$ cat src/rtl/clew_pkg.sv
// ----------------------------------------------------------------------------
// clew_pkg
// Shared types, codes and tables for the character-LCD expander writer.
// ----------------------------------------------------------------------------
package clew_pkg;

  typedef enum logic [1:0] {
    CMD_COMMAND = 2'd0,
    CMD_DATA    = 2'd1,
    CMD_CHAR    = 2'd2,
    CMD_CURSOR  = 2'd3
  } cmd_t;

  // one classified write waiting for the serializer
  typedef struct packed {
    logic [7:0] lcd_byte;
    logic       rs;
  } entry_t;

  localparam int QUEUE_DEPTH = 2;
  localparam int QPTR_W      = $clog2(QUEUE_DEPTH);
  localparam int QCNT_W      = $clog2(QUEUE_DEPTH + 1);

  localparam int BEATS       = 6;
  localparam int BEAT_W      = $clog2(BEATS);

  localparam logic [7:0] SET_DDRAM   = 8'h80;
  localparam logic [7:0] LINE_BASE_1 = 8'h00;
  localparam logic [7:0] LINE_BASE_2 = 8'h40;
  localparam logic [7:0] LINE_BASE_3 = 8'h14;
  localparam logic [7:0] LINE_BASE_4 = 8'h54;

  localparam logic [7:0] CHR_YO_UC   = 8'd168;
  localparam logic [7:0] CHR_YO_LC   = 8'd184;
  localparam logic [7:0] LCD_YO_UC   = 8'd162;
  localparam logic [7:0] LCD_YO_LC   = 8'd181;
  localparam logic [7:0] CYR_FIRST   = 8'd192;

  localparam logic [7:0] CYR_MAP [64] = '{
    8'd65,  8'd160, 8'd66,  8'd161, 8'd224, 8'd69,  8'd163, 8'd164,
    8'd165, 8'd166, 8'd75,  8'd167, 8'd77,  8'd72,  8'd79,  8'd168,
    8'd80,  8'd67,  8'd84,  8'd169, 8'd170, 8'd88,  8'd225, 8'd171,
    8'd172, 8'd226, 8'd173, 8'd174, 8'd98,  8'd175, 8'd176, 8'd177,
    8'd97,  8'd178, 8'd179, 8'd180, 8'd227, 8'd101, 8'd182, 8'd183,
    8'd184, 8'd185, 8'd186, 8'd187, 8'd188, 8'd189, 8'd111, 8'd190,
    8'd112, 8'd99,  8'd191, 8'd121, 8'd228, 8'd120, 8'd229, 8'd192,
    8'd193, 8'd230, 8'd194, 8'd195, 8'd196, 8'd197, 8'd198, 8'd199
  };

  function automatic logic [7:0] map_char(input logic [7:0] c);
    logic [7:0] r;
    if (c == CHR_YO_UC)       r = LCD_YO_UC;
    else if (c == CHR_YO_LC)  r = LCD_YO_LC;
    else if (c >= CYR_FIRST)  r = CYR_MAP[c[5:0]];
    else                      r = c;
    return r;
  endfunction

endpackage

$ cat src/rtl/char_lcd_expander_writer.sv
// ----------------------------------------------------------------------------
// char_lcd_expander_writer
// One LCD write in, six port-expander bytes out for a 4-bit character bus.
// ----------------------------------------------------------------------------
// Each accepted write produces six output beats (upper nibble then lower,
// each as E low, E high, E low), one beat per cycle when the sink does not
// stall; the serializer's beat counter steps through them. A two-entry
// queue sits between the classifier and the serializer, so writes are
// accepted while earlier ones are still going out. backlight_on resets to
// 1 and is applied to bytes as they are emitted.
module char_lcd_expander_writer import clew_pkg::*; (
  input  logic       clk,
  input  logic       rst,
  input  logic       cfg_write,
  input  logic       cfg_data,
  input  logic       in_valid,
  output logic       in_stall,
  input  logic [1:0] command,
  input  logic [7:0] value,
  input  logic [7:0] column,
  input  logic [7:0] row,
  output logic       out_valid,
  input  logic       out_stall,
  output logic [7:0] expander_byte,
  output logic       last
);

  logic   backlight_on;
  entry_t front_entry;
  entry_t q_data;
  logic   q_full;
  logic   q_empty;
  logic   q_pop;
  logic   q_push;

  always_ff @(posedge clk) begin
    if (rst)            backlight_on <= 1'b1;
    else if (cfg_write) backlight_on <= cfg_data;
  end

  assign in_stall = q_full;
  assign q_push   = in_valid && !q_full;

  clew_front u_front (
    .command (command),
    .value   (value),
    .column  (column),
    .row     (row),
    .entry   (front_entry)
  );

  clew_queue u_queue (
    .clk       (clk),
    .rst       (rst),
    .push      (q_push),
    .push_data (front_entry),
    .pop       (q_pop),
    .pop_data  (q_data),
    .full      (q_full),
    .empty     (q_empty)
  );

  clew_back u_back (
    .clk           (clk),
    .rst           (rst),
    .backlight     (backlight_on),
    .q_empty       (q_empty),
    .q_data        (q_data),
    .q_pop         (q_pop),
    .out_valid     (out_valid),
    .out_stall     (out_stall),
    .expander_byte (expander_byte),
    .last          (last)
  );

endmodule

$ cat src/rtl/clew_front.sv
// ----------------------------------------------------------------------------
// clew_front
// Classifies one LCD write into the bus byte and register select.
// ----------------------------------------------------------------------------
module clew_front import clew_pkg::*; (
  input  logic [1:0] command,
  input  logic [7:0] value,
  input  logic [7:0] column,
  input  logic [7:0] row,
  output entry_t     entry
);

  logic [7:0] line_base;
  logic [7:0] addr;

  always_comb begin
    unique case (row)
      8'd2:    line_base = LINE_BASE_2;
      8'd3:    line_base = LINE_BASE_3;
      8'd4:    line_base = LINE_BASE_4;
      default: line_base = LINE_BASE_1;
    endcase
    addr = line_base + column - 8'd1;
  end

  always_comb begin
    unique case (cmd_t'(command))
      CMD_COMMAND: begin
        entry.lcd_byte = value;
        entry.rs       = 1'b0;
      end
      CMD_DATA: begin
        entry.lcd_byte = value;
        entry.rs       = 1'b1;
      end
      CMD_CHAR: begin
        entry.lcd_byte = map_char(value);
        entry.rs       = 1'b1;
      end
      default: begin
        entry.lcd_byte = SET_DDRAM | addr;
        entry.rs       = 1'b0;
      end
    endcase
  end

endmodule

$ cat src/rtl/clew_queue.sv
// ----------------------------------------------------------------------------
// clew_queue
// Short FIFO between the classifier and the serializer.
// ----------------------------------------------------------------------------
module clew_queue import clew_pkg::*; (
  input  logic   clk,
  input  logic   rst,
  input  logic   push,
  input  entry_t push_data,
  input  logic   pop,
  output entry_t pop_data,
  output logic   full,
  output logic   empty
);

  entry_t              mem [QUEUE_DEPTH];
  logic [QPTR_W-1:0]   wr_ptr;
  logic [QPTR_W-1:0]   rd_ptr;
  logic [QCNT_W-1:0]   count;

  assign full     = (count == QCNT_W'(QUEUE_DEPTH));
  assign empty    = (count == '0);
  assign pop_data = mem[rd_ptr];

  always_ff @(posedge clk) begin
    if (push) mem[wr_ptr] <= push_data;
  end

  always_ff @(posedge clk) begin
    if (rst) begin
      wr_ptr <= '0;
      rd_ptr <= '0;
      count  <= '0;
    end else begin
      if (push) wr_ptr <= (wr_ptr == QPTR_W'(QUEUE_DEPTH - 1)) ? '0 : wr_ptr + 1'b1;
      if (pop)  rd_ptr <= (rd_ptr == QPTR_W'(QUEUE_DEPTH - 1)) ? '0 : rd_ptr + 1'b1;
      if (push && !pop)      count <= count + 1'b1;
      else if (pop && !push) count <= count - 1'b1;
    end
  end

endmodule

$ cat src/rtl/clew_back.sv
// ----------------------------------------------------------------------------
// clew_back
// Serializes one bus byte into six expander beats, two nibbles of E strobe.
// ----------------------------------------------------------------------------
module clew_back import clew_pkg::*; (
  input  logic       clk,
  input  logic       rst,
  input  logic       backlight,
  input  logic       q_empty,
  input  entry_t     q_data,
  output logic       q_pop,
  output logic       out_valid,
  input  logic       out_stall,
  output logic [7:0] expander_byte,
  output logic       last
);

  entry_t             cur;
  logic               busy;
  logic [BEAT_W-1:0]  beat;
  logic               done;
  logic [3:0]         nib;
  logic               strobe;

  assign out_valid = busy;
  assign last      = (beat == BEAT_W'(BEATS - 1));
  assign done      = busy && !out_stall && last;
  assign q_pop     = !q_empty && (!busy || done);

  // beats 0..2 carry the upper nibble, 3..5 the lower; E high in the middle
  assign nib    = (beat < BEAT_W'(BEATS / 2)) ? cur.lcd_byte[7:4] : cur.lcd_byte[3:0];
  assign strobe = (beat == BEAT_W'(1)) || (beat == BEAT_W'(4));
  assign expander_byte = {nib, backlight, strobe, 1'b0, cur.rs};

  always_ff @(posedge clk) begin
    if (q_pop) cur <= q_data;
  end

  always_ff @(posedge clk) begin
    if (rst) begin
      busy <= 1'b0;
      beat <= '0;
    end else if (q_pop) begin
      busy <= 1'b1;
      beat <= '0;
    end else if (done) begin
      busy <= 1'b0;
      beat <= '0;
    end else if (busy && !out_stall) begin
      beat <= beat + 1'b1;
    end
  end

endmodule

$ cat config.mk
export PLATFORM = sky130hd
export DESIGN_NAME = char_lcd_expander_writer
export DESIGN_NICKNAME = d
export VERILOG_FILES = /design/src/rtl/clew_pkg.sv /design/src/rtl/char_lcd_expander_writer.sv /design/src/rtl/clew_front.sv /design/src/rtl/clew_queue.sv /design/src/rtl/clew_back.sv
export SDC_FILE = /design/constraint.sdc
export NUM_CORES = 1
export LEC_CHECK = 0
export ABC_AREA = 1
export BUFFER_PORTS_ARGS = -buffer_cell sky130_fd_sc_hd__buf_2
export CAP_MARGIN = 30
export CORE_MARGIN = 5
export CORE_UTILIZATION = 50
export CTS_CLUSTER_SIZE = 16
export DETAILED_ROUTE_END_ITERATION = 10
export GPL_TIMING_DRIVEN = 0
export HOLD_SLACK_MARGIN = 0.05
export PLACE_DENSITY = 0.71
export SYNTH_ARGS = -nofsm -noshare
export SYNTH_HDL_FRONTEND = slang
export SYNTH_HIERARCHICAL = 1
export SYNTH_SLANG_ARGS = --single-unit
$ cat constraint.sdc
create_clock -name clk -period 2.7 [get_ports clk]
set_input_delay 0.54 -clock clk [delete_from_list [all_inputs] [get_ports clk]]
set_output_delay 0.54 -clock clk [all_outputs]
set_load 0.05 [all_outputs]
==> results summary, run 1 <==
The final max-slew violation count came to 0. Setup violations remaining at the end of the flow were counted as 0. The number of unique standard cell types used by synthesis came out at 36. The met1 wire length is 2.81 mm.

The clock reaches the later pin of the worst-skew pair after 0.28 ns. For the pin with the worst max-slew slack, the measured transition is 0.778 ns. The clock input transition at the sequential cells of the worst setup and hold paths came out at 0.07 ns.

The detailed router used layers up to and including met4. The share of total power dissipated in the clock network is 0.210. The final total negative setup slack came out at 0 ns. The number of global-route vias before repair was 2,528. Of the available clock period, the critical path in the final layout requires 0.901. The power share of the combinational group is 0.396. The clock net in this run drives a total of 37 sinks. The layout net count is 518.

After legalization and detailed placement, the total HPWL measured 5.11 mm. The count of buffers added by post-CTS timing repair for setup is 0. The placement-stage cell area is 3280 sq um. The count of pins on the block boundary is 43. The areal power density over the cells is 633 nW/um^2.

The mean number of vias per cell is 5.08. On the final layout, the worst clock skew is 0.00432 ns. The first global-routing pass estimated 11.2 mm of wire.

The number of remaining DRC errors is 0. TritonCTS built the clock tree. For this design the static power due to leakage is 1.70 nW. The cell sitting at the root of the clock tree is a sky130_fd_sc_hd__clkbuf_8. The area added between synthesis and finish is 13.8%.

The worst setup timing slack at the placement stage came out at -0.121 ns. In the final layout, the share of cells above drive strength 1 is 0.200. The time the final worst path needs with I/O delays and setup came out at 2.43 ns. In the detailed route, the total length drawn on met2 is 3.10 mm. Final hold analysis gives a worst-case slack of 0.476 ns. The buffering stage count on the worst path with inverters included came out at 2. The worst setup path is launched from an input port. The min-delay analysis places its worst path in the category in2reg. The flow ran to the end, and the final reports show no timing, DRC or antenna violations.

The sequential fraction of design power is 0.394. The starting utilization of the core area is 0.510. The synthesized area per cell came out at 7.16 sq um. The peak supply drop is 0.000511 V.

The via total after detailed routing came out at 2,742. Across the run, the number of max-cap violations was 0. The total count of hold-check failures in the final report came out at 0. The switching power total is 0.000805 W. The post-layout worst setup margin came out at 0.267 ns.

The switching part of the total power is 0.374. The library cell contributing the largest single delay on the critical path is sky130_fd_sc_hd__fa_1. The die outline height is 87.3 um. The largest buffer count on any clock path is 2. The largest net degree at the start of global routing is 13.

The data required time of the critical path is 2.70 ns. The routed wire length came out at 6.49 mm. The H-tree was split into 2 levels. Timing would allow up to 411 MHz.

The capturing element type of the critical path is a flop. The final weighted congestion in routability-driven placement is 0.968. In this design, the largest share of critical-path delay is due to adder cells. During placement, the flow inserted port buffers numbering 40. The number of antenna violations at the first check in global routing is 0. The critical path in this run is classified as in2reg. The average detailed-routed wire length per instance is 12.0 um. The die outline area is 7620 sq um. The number of antenna diodes in the final layout is 0. The netlist area before placement came out at 2990 sq um.

The floorplan row count came out at 28. The total area inside the core boundary comes to 5850 sq um. The first-pass iteration count of the detailed router is 5. Buffers inserted during clock tree synthesis total 5. The worst path arrival time is 2.43 ns.

When the netlist entered floorplanning its net count stood at 471. Setup repair after global routing left no endpoint under its margin. The sequential share of the synthesized area is 0.339.

The critical path's largest stage delay is 0.43 ns. Counting every instance in the synthesized netlist gives 417. The internal power of the cells is 0.00135 W. Summed over all nets, wire length on met3 after detailed routing comes to 438 um. Measured against its own limit, the worst slew margin works out to 0.479. The post-layout utilization of the core is 0.581. For this run, the number of Yosys warnings is 6. The total congestion overflow after global routing is 0.

The die extent in x came out at 87.3 um. The count of routing violations after the opening detailed-route iteration came out at 129. The count of nets left with antenna violations once routing finished came out at 0. In this run, post-CTS hold repair placed 0 buffers. The post-route cell area came out at 3400 sq um.

For this run, the total global-route usage over all layers was measured as 0.182. The maximum fanout encountered on the critical timing path came out at 3. The register bit count reported by yosys is 37. The critical path goes through buf_2, nor2_1, nand2_1, nor3_2, nand2_1, o21a_1, ha_1, inv_1, fa_1, nand3_1, nand3_1, xnor2_1, a22oi_2.
## logic make-up (layout without fill, tap and decap cells)
logic type	count (synthesis)	in the layout	share of synthesized area
adder cells (fa/ha/maj)	22	22	0.0947
buffers and inverters	78	126	0.116
XOR/XNOR	5	5	0.0147
AND/OR/NAND/NOR	220	220	0.312
AO/OA/AOI/OAI	45	45	0.0892
other	1	1	0.00126
flip-flops	37	37	0.339
multiplexers	9	9	0.0339
## power groups by stage
stage	Sequential [W]	Clock, W	Combinational, W
final	0.000848	0.000451	0.000853
after global routing	0.000865	0.000495	0.000949
after CTS	0.000851	0.000467	0.000856
after detailed placement	0.000863	0	0.000848
after global placement	0.000853	0	0.000832
after floorplan	0.000868	0	0.000644
## worst paths after layout
kind             startpoint                end  slack [ns]  cells after the start
max reg2reg  u_back/beat[1]   u_queue/count[1]        0.62                     15
min                cfg_data       backlight_on        0.48                      3
max                  row[4]  u_queue/mem[1][6]        0.27                     13
min reg2reg    backlight_on       backlight_on        0.48                      2
## through the flow
stage,instances,power [W]
2_1_floorplan,417,0.00151
3_3_place_gp,532,0.00169
3_5_place_dp,532,0.00171
4_1_cts,540,0.00217
5_1_grt,540,0.00231
6_report,540,0.00215
## routing by layer
metal,global-route usage,vias up
met5,0,-
met4,0.0739,0
met3,0.0180,13
met2,0.303,96
met1,0.241,1211
li1,-,1422
## flip-flops by register name, indices dropped and copies added (netlist names), named ones only
| signal | cells |
|---|---|
| u_queue/mem | 18 |
| u_back/cur | 8 |
| backlight_on | 1 |
| u_queue/rd_ptr | 1 |
| u_back/beat | 3 |
| u_back/out_valid | 1 |
| u_queue/count | 2 |
| u_back/expander_byte | 1 |
| u_queue/wr_ptr | 1 |
## cells in the mapped netlist (all sizes together)
cell	count	area (sq um)
a21oi	26	145
inv	64	240
o211ai	3	22.5
nor3	5	30.0
nand3b	1	7.51
buf	14	105
mux2	9	101
a22oi	2	20.0
nand3	41	210
o21ai	12	63.8
conb	1	3.75
dfxtp	10	200
o21a	1	7.51
nand2	138	523
a211oi	1	7.51
fa	1	20.0
or2	2	12.5
edfxtp	27	811
xnor2	2	17.5
nand4	3	18.8
xor2	3	26.3
ha	21	263
nor2	30	130
## worst reg2reg max path, stage by stage (launching register included)
cell,delay (ns)
sky130_fd_sc_hd__dfxtp_1,0.31
sky130_fd_sc_hd__inv_1,0.11
sky130_fd_sc_hd__ha_1,0.19
sky130_fd_sc_hd__nand2_1,0.06
sky130_fd_sc_hd__inv_1,0.06
sky130_fd_sc_hd__nand2_1,0.07
sky130_fd_sc_hd__nand2_1,0.09
sky130_fd_sc_hd__nand2_1,0.05
sky130_fd_sc_hd__inv_1,0.31
sky130_fd_sc_hd__inv_1,0.10
sky130_fd_sc_hd__ha_1,0.33
sky130_fd_sc_hd__inv_1,0.09
sky130_fd_sc_hd__nand3_1,0.08
sky130_fd_sc_hd__nand2_1,0.06
sky130_fd_sc_hd__inv_1,0.04
sky130_fd_sc_hd__nor2_1,0.09
## cell type report
type / count / area, sq um
flip-flops and latches: 37 / 1010
clock inverters: 3 / 41.3
repair buffers: 40 / 200
clock buffers: 5 / 68.8
multi-input cells: 302 / 1640
inverters: 64 / 240
fillers: 577 / 2450
well taps: 75 / 93.8
plain buffers: 14 / 105
## timing repair
action	CTS	global route
gates resized for setup	0	2
setup endpoints to repair	0	2
hold endpoints to repair	0	0
## cell usage in the layout (no fill, tap or decap), types with 8 or more instances in the layout
cell type / n
sky130_fd_sc_hd__nand2_1: 136
sky130_fd_sc_hd__inv_1: 56
sky130_fd_sc_hd__nor2_1: 27
sky130_fd_sc_hd__ha_1: 21
sky130_fd_sc_hd__a21oi_1: 21
sky130_fd_sc_hd__edfxtp_1: 27
sky130_fd_sc_hd__nand3_1: 40
sky130_fd_sc_hd__buf_2: 43
sky130_fd_sc_hd__inv_2: 8
sky130_fd_sc_hd__mux2_2: 9
sky130_fd_sc_hd__dfxtp_1: 10
Note: power is estimated with default switching activity, not from simulation.
==> run 2: changes to the inputs <==
--- a/config.mk
+++ b/config.mk
@@ -15,6 +15,7 @@
 export GPL_TIMING_DRIVEN = 0
 export HOLD_SLACK_MARGIN = 0.05
 export PLACE_DENSITY = 0.71
+export RECOVER_POWER = 50
 export SYNTH_ARGS = -nofsm -noshare
 export SYNTH_HDL_FRONTEND = slang
 export SYNTH_HIERARCHICAL = 1
==> run 2 against run 1 <==
  * Register-to-register slack is essentially flat
  * First-iteration DRC count is the same
  * Critical path depth increased by 1
  * Sequential share of layout area up 0.13 points
  * Hold slack barely moved
  * Setup slack about the same
  * Power is 0.69% lower
  * Via count did not move
  * Non-clock buffer count did not move
  * Fmax hardly changed
  * Count of clock-buffer cells in the layout unchanged
  * Cell area fell by 0.44%
==> results summary, run 2 (synthesis gave the netlist of run 1 again) <==
The total length of routed met3 wires came to 465 um (+6.2%). The count of routing violations after the opening detailed-route iteration came to 129 (unchanged). The number of max-capacitance violations reported is 0 (unchanged). The global-route wire length before repair came out at 11.2 mm (unchanged).

The post-layout utilization of the core came out at 0.578 (-0.00257). The startpoint identified for the worst hold timing path is cfg_data. The die outline height is 87.3 um (unchanged). The average detailed-routed wire length per instance is 12.0 um (-0.15%). The peak supply drop is 0.000500 V (-2.1%). The clock buffer count from CTS came out at 5 (unchanged). The total count of hold-check failures in the final report came out at 0 (unchanged). The first-pass iteration count of the detailed router came out at 5 (unchanged). Setup repair after global routing left no endpoint under its margin. The worst setup timing slack at the placement stage came out at -0.121 ns (unchanged). The worst path arrival time is 2.45 ns (+0.02 ns). The antenna cell count is 0 (unchanged). The clock input transition at the sequential cells of the worst setup and hold paths is 0.07 ns (about the same).

The final max-slew violation count is 0 (unchanged). The time the final worst path needs with I/O delays and setup was 2.43 ns (-0.000127 ns). The largest net degree at the start of global routing is 13 (unchanged). The areal power density over the cells is 632 nW/um^2 (-0.24%).

The worst-case headroom to the max-slew limit came to 0.479 (about the same). The clock insertion delay at the later pin of the skew report came out at 0.28 ns (about the same). The die extent in x is 87.3 um (unchanged). The final weighted congestion in routability-driven placement is 0.968 (unchanged). The final-layout worst hold slack came out at 0.476 ns (+0.000153 ns). The post-cts sizing count came out at 0 (unchanged). The met2 routed wirelength came out at 3.08 mm (-0.58%). The area of the core is 5850 sq um (unchanged). The largest registers in the layout are u_queue/mem x18, u_back/cur x8, u_back/beat x3.

TritonCTS built the clock tree. The cts-stage hold buffer count came out at 0 (unchanged). The count of pins on the block boundary was 43 (unchanged). The cell depth of the worst hold path came out at 3 (unchanged). Counting flops per register, the top entry is u_queue/mem.

The number of remaining DRC errors came out at 0 (unchanged). The number of global-route vias before repair was 2,528 (unchanged). The data required time of the critical path came out at 2.72 ns (+0.02 ns). The endpoint of the worst hold-timing path is backlight_on. The area added between synthesis and finish came out at 13.3%. The setup slack of the most critical reg-to-reg path came out at 0.62 ns (about the same). The via total after detailed routing came to 2,742 (unchanged). The met1 wire length is 2.79 mm (-0.75%). The count of buffers added by post-CTS timing repair for setup is 0 (unchanged). The part of the cycle the worst path needs came out at 0.901 (about the same).

The final clock skew came out at 0.00444 ns (+0.000123 ns). The routed wire length came to 6.48 mm (-0.15%). The layout net count came out at 518 (unchanged).

The starting utilization of the core area is 0.510 (unchanged). The kind of critical path is in2reg. After detailed routing, no signal wire sits above met4. The floorplan row count came to 28 (unchanged).

The CTS H-tree depth came to 2 (unchanged). The share of cells above drive strength 1 came out at 0.183 (-0.0172). The flip-flop count of the largest register after layout is 18 (unchanged). The library cell used as clock root buffer is sky130_fd_sc_hd__clkbuf_8. The worst register-to-register path begins at u_back/beat[1]. The remaining antenna violation count came out at 0 (unchanged). The worst setup path is launched from an input port.

The worst reg2reg path depth is 15 (unchanged). The post-layout worst setup margin is 0.267 ns (+0.000127 ns). The actual slew at the worst max-slew pin came out at 0.778 ns (+0.000237 ns). The largest buffer count on any clock path was 2 (unchanged). In this run the worst hold path is classified as in2reg. The maximum fanout encountered on the critical timing path came out at 3 (unchanged). The flow ran to the end, and the final reports show no timing, DRC or antenna violations.

The total power of the final layout is 0.00214 W (-0.69%). The number of antenna violations at the first check in global routing is 0 (unchanged). The total setup violations reported at the end of the flow is 0 (unchanged). The worst register-to-register path ends at u_queue/count[1]. The number of port buffers is 40 (unchanged). The mean number of vias per cell is 5.08 (unchanged). The detailed placer's ending HPWL came out at 5.11 mm (unchanged). The total routing usage reported by global routing came to 0.182 (unchanged).

The reported leakage power is 1.68 nW (-1.3%). The die outline area is 7620 sq um (unchanged). STA classifies the critical path endpoint as a flop. The total congestion overflow after global routing is 0 (unchanged). Leaving out fill and tap cells, the most frequent cells in the layout are sky130_fd_sc_hd__nand2_1, sky130_fd_sc_hd__inv_1, sky130_fd_sc_hd__nand3_1. The number of sinks handled by clock tree synthesis came to 37 (unchanged). Leaving out fill and tap cells, the most frequent cell in the layout is sky130_fd_sc_hd__nand2_1. The fmax is 411 MHz (about the same).
[run 2: cell types whose count changed in the layout (fill, tap and decap cells not counted), sizes merged]
cell	delta
buf	-7
clkbuf	+7
[run 2: report_power, final]
part | internal (W) | leakage, nW | switching (W) | total, W
Sequential | 0.000796 | 0.337 | 0.0000513 | 0.000847
Combinational | 0.000266 | 1.29 | 0.000573 | 0.000840
Clock | 0.000271 | 0.0518 | 0.000180 | 0.000451
[run 2: cell type report]
class / count / area [sq um]
timing repair buffer: 40 / 193
clock buffer: 5 / 68.8
clock inverter: 3 / 41.3
tap: 75 / 93.8
fill: 580 / 2470
inverter: 64 / 240
multi-input combinational: 302 / 1640
buffer: 14 / 97.6
sequential: 37 / 1010
[run 2: per-layer routing]
layer	vias up	global-route usage
met5	-	0
li1	1423	-
met3	13	0.0180
met2	100	0.303
met4	0	0.0739
met1	1206	0.241
[run 2: through the flow]
stage	setup TNS, ns	instances	area (sq um)
after CTS	0	540	3390
after detailed placement	-0.537	532	3280
after floorplan	0	417	2990
after global placement	-0.166	532	3280
after global routing	0	540	3380
final	0	540	3380
[run 2: how the worst max path moves through the flow]
stage                     startpoint           endpoint  slack (ns)  cells past startpoint
final                         row[4]  u_queue/mem[1][5]        0.27                     14
after global routing          row[4]  u_queue/mem[1][7]        0.07                     18
after global placement        row[5]  u_queue/mem[1][5]       -0.07                     14
after CTS                     row[4]  u_queue/mem[0][5]        0.18                     14
after detailed placement      row[4]  u_queue/mem[1][5]       -0.12                     14
after floorplan               row[5]  u_queue/mem[0][5]        0.24                     13
[run 2: worst max-delay path, cell delays in order]
cell and delay, ns:
sky130_fd_sc_hd__buf_2 0.09, sky130_fd_sc_hd__nor2_1 0.09, sky130_fd_sc_hd__nand2_1 0.10, sky130_fd_sc_hd__nor3_2 0.11, sky130_fd_sc_hd__nand2_1 0.10, sky130_fd_sc_hd__o21a_1 0.14, sky130_fd_sc_hd__ha_1 0.27, sky130_fd_sc_hd__inv_1 0.10
sky130_fd_sc_hd__ha_1 0.24, sky130_fd_sc_hd__nand3_1 0.08, sky130_fd_sc_hd__nand3b_1 0.08, sky130_fd_sc_hd__or2_2 0.29, sky130_fd_sc_hd__a21oi_2 0.15, sky130_fd_sc_hd__a21oi_1 0.08
==> run 3: changes to the inputs <==
--- a/config.mk
+++ b/config.mk
@@ -5,17 +5,17 @@
 export SDC_FILE = /design/constraint.sdc
 export NUM_CORES = 1
 export LEC_CHECK = 0
-export ABC_AREA = 1
 export BUFFER_PORTS_ARGS = -buffer_cell sky130_fd_sc_hd__buf_2
 export CAP_MARGIN = 30
 export CORE_MARGIN = 5
-export CORE_UTILIZATION = 50
+export CORE_UTILIZATION = 45
 export CTS_CLUSTER_SIZE = 16
 export DETAILED_ROUTE_END_ITERATION = 10
 export GPL_TIMING_DRIVEN = 0
 export HOLD_SLACK_MARGIN = 0.05
-export PLACE_DENSITY = 0.71
+export PLACE_DENSITY = 0.65
 export RECOVER_POWER = 50
+export SLEW_MARGIN = 5
 export SYNTH_ARGS = -nofsm -noshare
 export SYNTH_HDL_FRONTEND = slang
 export SYNTH_HIERARCHICAL = 1
==> run 3 against run 2 <==
  * Non-clock buffer count up 7
  * Final cell count down 20%
  * Critical path depth is 6 lower
  * Setup slack got worse by 0.12 ns
  * Sequential power is essentially flat
  * Clock skew up 0.0012 ns
  * Hold slack got worse by 0.011 ns
  * Core utilization down 5.1 points
  * Via count is 8.6% lower
  * Combinational power is 5.1% lower
  * Routed wire length is 1.9% higher
  * Fmax is 4.7% lower
  * Critical path type unchanged
==> results summary, run 3 <==
The flow ran to the end, and the final reports show no timing, DRC or antenna violations. The count of flip-flops with a built-in enable after synthesis was 27 (unchanged). The first-pass iteration count of the detailed router is 5 (unchanged). For hold timing, the worst endpoint is backlight_on. The setup slack of the most critical reg-to-reg path is 0.69 ns (+0.07 ns). The power share of the combinational group came to 0.362 (-0.031).

The area of the core came out at 6350 sq um (+8.5%). The die outline height came out at 90.7 um (+3.9%). The number of remaining DRC errors is 0 (unchanged). The number of unique standard cell types used by synthesis came out at 65 (+81%).

The internal power of the cells came out at 0.00146 W (+9.3%). The number of antenna violations at the first check in global routing is 0 (unchanged). By area the synthesized netlist is led by sky130_fd_sc_hd__edfxtp_1, sky130_fd_sc_hd__ha_1, sky130_fd_sc_hd__dfxtp_1, sky130_fd_sc_hd__mux2_2, sky130_fd_sc_hd__a21oi_1.

The floorplan row count is 29 (+3.6%). The clock buffer count from CTS was 5 (unchanged). The switching part of the total power came out at 0.337 (-0.0393).

The worst register-to-register path begins at u_back/beat[0]. The maximum fanout encountered on the critical timing path is 10 (+7). The actual slew at the worst max-slew pin is 0.797 ns (+0.0191 ns). Counting flops per register, the top entry is u_queue/mem. The post-layout instance count excluding filler cells came out at 433 (-20%). STA classifies the critical path endpoint as a flop. The switching power total was 0.000741 W (-7.9%). The via total after detailed routing is 2,506 (-8.6%). The placement-stage cell area was 3230 sq um (-1.7%). The fraction of synthesis flops using an asynchronous set or reset pin is 0 (unchanged).

The largest net degree at the start of global routing came out at 13 (unchanged). The clock insertion delay at the later pin of the skew report came to 0.28 ns (about the same). The most used flip-flop cell after synthesis is sky130_fd_sc_hd__edfxtp_1. The cts-stage hold buffer count is 0 (unchanged). The areal power density over the cells came out at 656 nW/um^2 (+3.9%). In the final layout, the registers with the most flip-flops are u_queue/mem x18, u_back/cur x8, u_back/beat x3. The sequential share of the synthesized area was 0.345 (+0.00636). The top cell types in the final layout, fill and taps aside, are sky130_fd_sc_hd__buf_2, sky130_fd_sc_hd__edfxtp_1, sky130_fd_sc_hd__a21oi_1. The detailed placer's ending HPWL came out at 5.09 mm (-0.42%). The Yosys warning count was 6 (unchanged). The final-layout worst hold slack is 0.465 ns (-0.0113 ns).

The peak supply drop was 0.000569 V (+14%). The worst setup timing slack at the placement stage came out at -0.175 ns (-0.0543 ns). Counting instances in the post-synthesis netlist gives the leading cell types as sky130_fd_sc_hd__edfxtp_1, sky130_fd_sc_hd__a21oi_1, sky130_fd_sc_hd__ha_1. The number of global-route vias before repair came out at 2,336 (-7.6%). The register bit count reported by yosys came to 37 (unchanged). The starting utilization of the core area came to 0.462 (-0.0488). The die outline area is 8230 sq um (+8.0%).

The mean number of vias per cell is 5.79 (+14%). The fmax is 392 MHz (-4.7%). The total count of hold-check failures in the final report is 0 (unchanged). The CTS tree is built. The reported leakage power is 1.35 nW (-20%). The post-route cell area came out at 3350 sq um (-1.0%). The part of the cycle the worst path needs is 0.945 (+0.0444).

The average detailed-routed wire length per instance came to 15.3 um (+27%). The worst path arrival time is 2.56 ns (+0.11 ns). The final clock skew was 0.00565 ns (+0.00122 ns). The worst reg2reg path depth is 7 (-8). The count of pins on the block boundary came out at 43 (unchanged).

The total routing usage reported by global routing is 0.159 (-0.0234). Yosys instantiated no cell more often than sky130_fd_sc_hd__edfxtp_1. The count of routing violations after the opening detailed-route iteration was 160 (+24%). The netlist area before placement came out at 2930 sq um (-1.8%). The CTS H-tree depth is 2 (unchanged). The time the final worst path needs with I/O delays and setup came out at 2.55 ns (+0.120 ns).

The part of the total power dissipated in the clock network was 0.252 (+0.041). The routed wire length is 6.61 mm (+1.9%). The worst-case headroom to the max-slew limit came out at 0.467 (-0.0119).

The largest buffer count on any clock path came out at 2 (unchanged). The share of cells above drive strength 1 is 0.228 (+0.0447). The global-route wire length before repair came out at 11.0 mm (-2.5%).

The classification of the worst-slack hold path is in2reg. The layout net count came out at 409 (-21%). In this run the critical register-to-register path is captured at u_queue/count[1].

The post-cts sizing count is 0 (unchanged). The worst setup path is launched from an input port. The flip-flop count of the largest register after layout is 18 (unchanged). The number of max-capacitance violations reported was 0 (unchanged). The number of sinks handled by clock tree synthesis came to 37 (unchanged). The area added between synthesis and finish is 14.3%. The area fraction of the dominant cell type after synthesis came out at 0.277 (+0.00510). The antenna cell count came to 0 (unchanged). The gate count of the mapped netlist came out at 309 (-26%). The final weighted congestion in routability-driven placement came out at 0.914 (-5.6%).

The final max-slew violation count came to 0 (unchanged). The synthesized area per cell came to 9.49 sq um (+32%). The kind of critical path is in2reg.

The total congestion overflow after global routing is 0 (unchanged). The total power of the final layout was 0.00220 W (+2.8%). The cell depth of the worst hold path was 2 (-1). The library cell used most frequently in the layout, excluding fill and tap cells, is sky130_fd_sc_hd__buf_2. The clock input transition at the sequential cells of the worst setup and hold paths came out at 0.07 ns (about the same).

The startpoint of the worst hold path is cfg_data. The number of port buffers came out at 38 (-5.0%). sky130_fd_sc_hd__edfxtp_1 takes more of the synthesized area than any other cell.

The post-layout worst setup margin is 0.147 ns (-0.120 ns). The total setup violations reported at the end of the flow came out at 0 (unchanged). In this run the clock root is driven by a sky130_fd_sc_hd__clkbuf_8.

The remaining antenna violation count was 0 (unchanged). The data required time of the critical path is 2.71 ns (about the same). Setup repair after global routing left no endpoint under its margin. The sequential fraction of design power was 0.386 (-0.010).

The synthesized net count is 363 (-23%). The count of buffers added by post-CTS timing repair for setup was 0 (unchanged). The instance count after placement with tap cells included is 425 (-20%). The die extent in x came out at 90.7 um (+3.9%).
[run 3: cell count changes after synthesis, moves of 5 or more]
cell	change
sky130_fd_sc_hd__a211oi_1	+5
sky130_fd_sc_hd__buf_2	+7
sky130_fd_sc_hd__inv_1	-36
sky130_fd_sc_hd__inv_2	-7
sky130_fd_sc_hd__mux2_2	+6
sky130_fd_sc_hd__nand2_1	-121
sky130_fd_sc_hd__nand2b_1	+5
sky130_fd_sc_hd__nand3_1	-31
sky130_fd_sc_hd__nor2_1	-8
sky130_fd_sc_hd__nor2b_1	+7
sky130_fd_sc_hd__o211ai_1	+7
sky130_fd_sc_hd__xor2_1	+6
[run 3: final cells by class]
type,count,area (sq um)
Buffer,22,131
Timing Repair Buffer,39,186
Inverter,21,78.8
Tap cell,77,96.3
Clock buffer,5,68.8
Fill cell,588,3000
Sequential cell,37,1010
Multi-Input combinational cell,229,1710
Clock inverter,3,65.1
[run 3: per-stage QoR]
stage | utilization | setup TNS (ns)
floorplan | - | 0
global placement | 0.507 | -0.744
detailed placement | 0.508 | -0.869
CTS | 0.529 | 0
global route | 0.527 | 0
finish | 0.527 | 0
[run 3: worst max path at each step]
stage	start	to	slack (ns)	depth (start not counted)
floorplan	row[3]	u_queue/mem[0][7]	0.17	10
global placement	row[3]	u_queue/mem[0][7]	-0.16	11
detailed placement	row[0]	u_queue/mem[1][7]	-0.18	13
CTS	row[0]	u_queue/mem[0][7]	0.13	13
global route	row[3]	u_queue/mem[1][5]	0.02	11
finish	value[1]	u_queue/mem[1][2]	0.15	8
[run 3: power by group through the flow]
stage	combinational, W	sequential (W)	clock [W]
3_5_place_dp	0.000810	0.000861	0
3_3_place_gp	0.000790	0.000853	0
6_report	0.000797	0.000848	0.000554
5_1_grt	0.000869	0.000868	0.000588
2_1_floorplan	0.000606	0.000867	0
4_1_cts	0.000814	0.000849	0.000564
[run 3: layer usage]
| metal | GRT usage | up-vias | wire, um |
|---|---|---|---|
| li1 | - | 1225 | - |
| met1 | 0.204 | 1153 | 2770 |
| met2 | 0.260 | 112 | 3210 |
| met3 | 0.0275 | 16 | 484 |
| met4 | 0.0682 | 0 | 146 |
| met5 | 0 | - | 0 |
[run 3: cells by family after synthesis]
logic type               share of synthesized area
adder cells (fa/ha/maj)                     0.0965
AO/OA/AOI/OAI                                0.206
flip-flops                                   0.345
multiplexers                                0.0875
XOR/XNOR                                    0.0448
AND/OR/NAND/NOR                              0.147
buffers and inverters                       0.0721
other                                      0.00128
[run 3: critical path, cell delays in order]
cell and delay [ns]:
sky130_fd_sc_hd__buf_2 0.13, sky130_fd_sc_hd__buf_6 0.15, sky130_fd_sc_hd__inv_1 0.16, sky130_fd_sc_hd__ha_1 0.46
sky130_fd_sc_hd__a21oi_1 0.10, sky130_fd_sc_hd__mux4_2 0.47, sky130_fd_sc_hd__o311ai_1 0.37, sky130_fd_sc_hd__a31oi_1 0.19
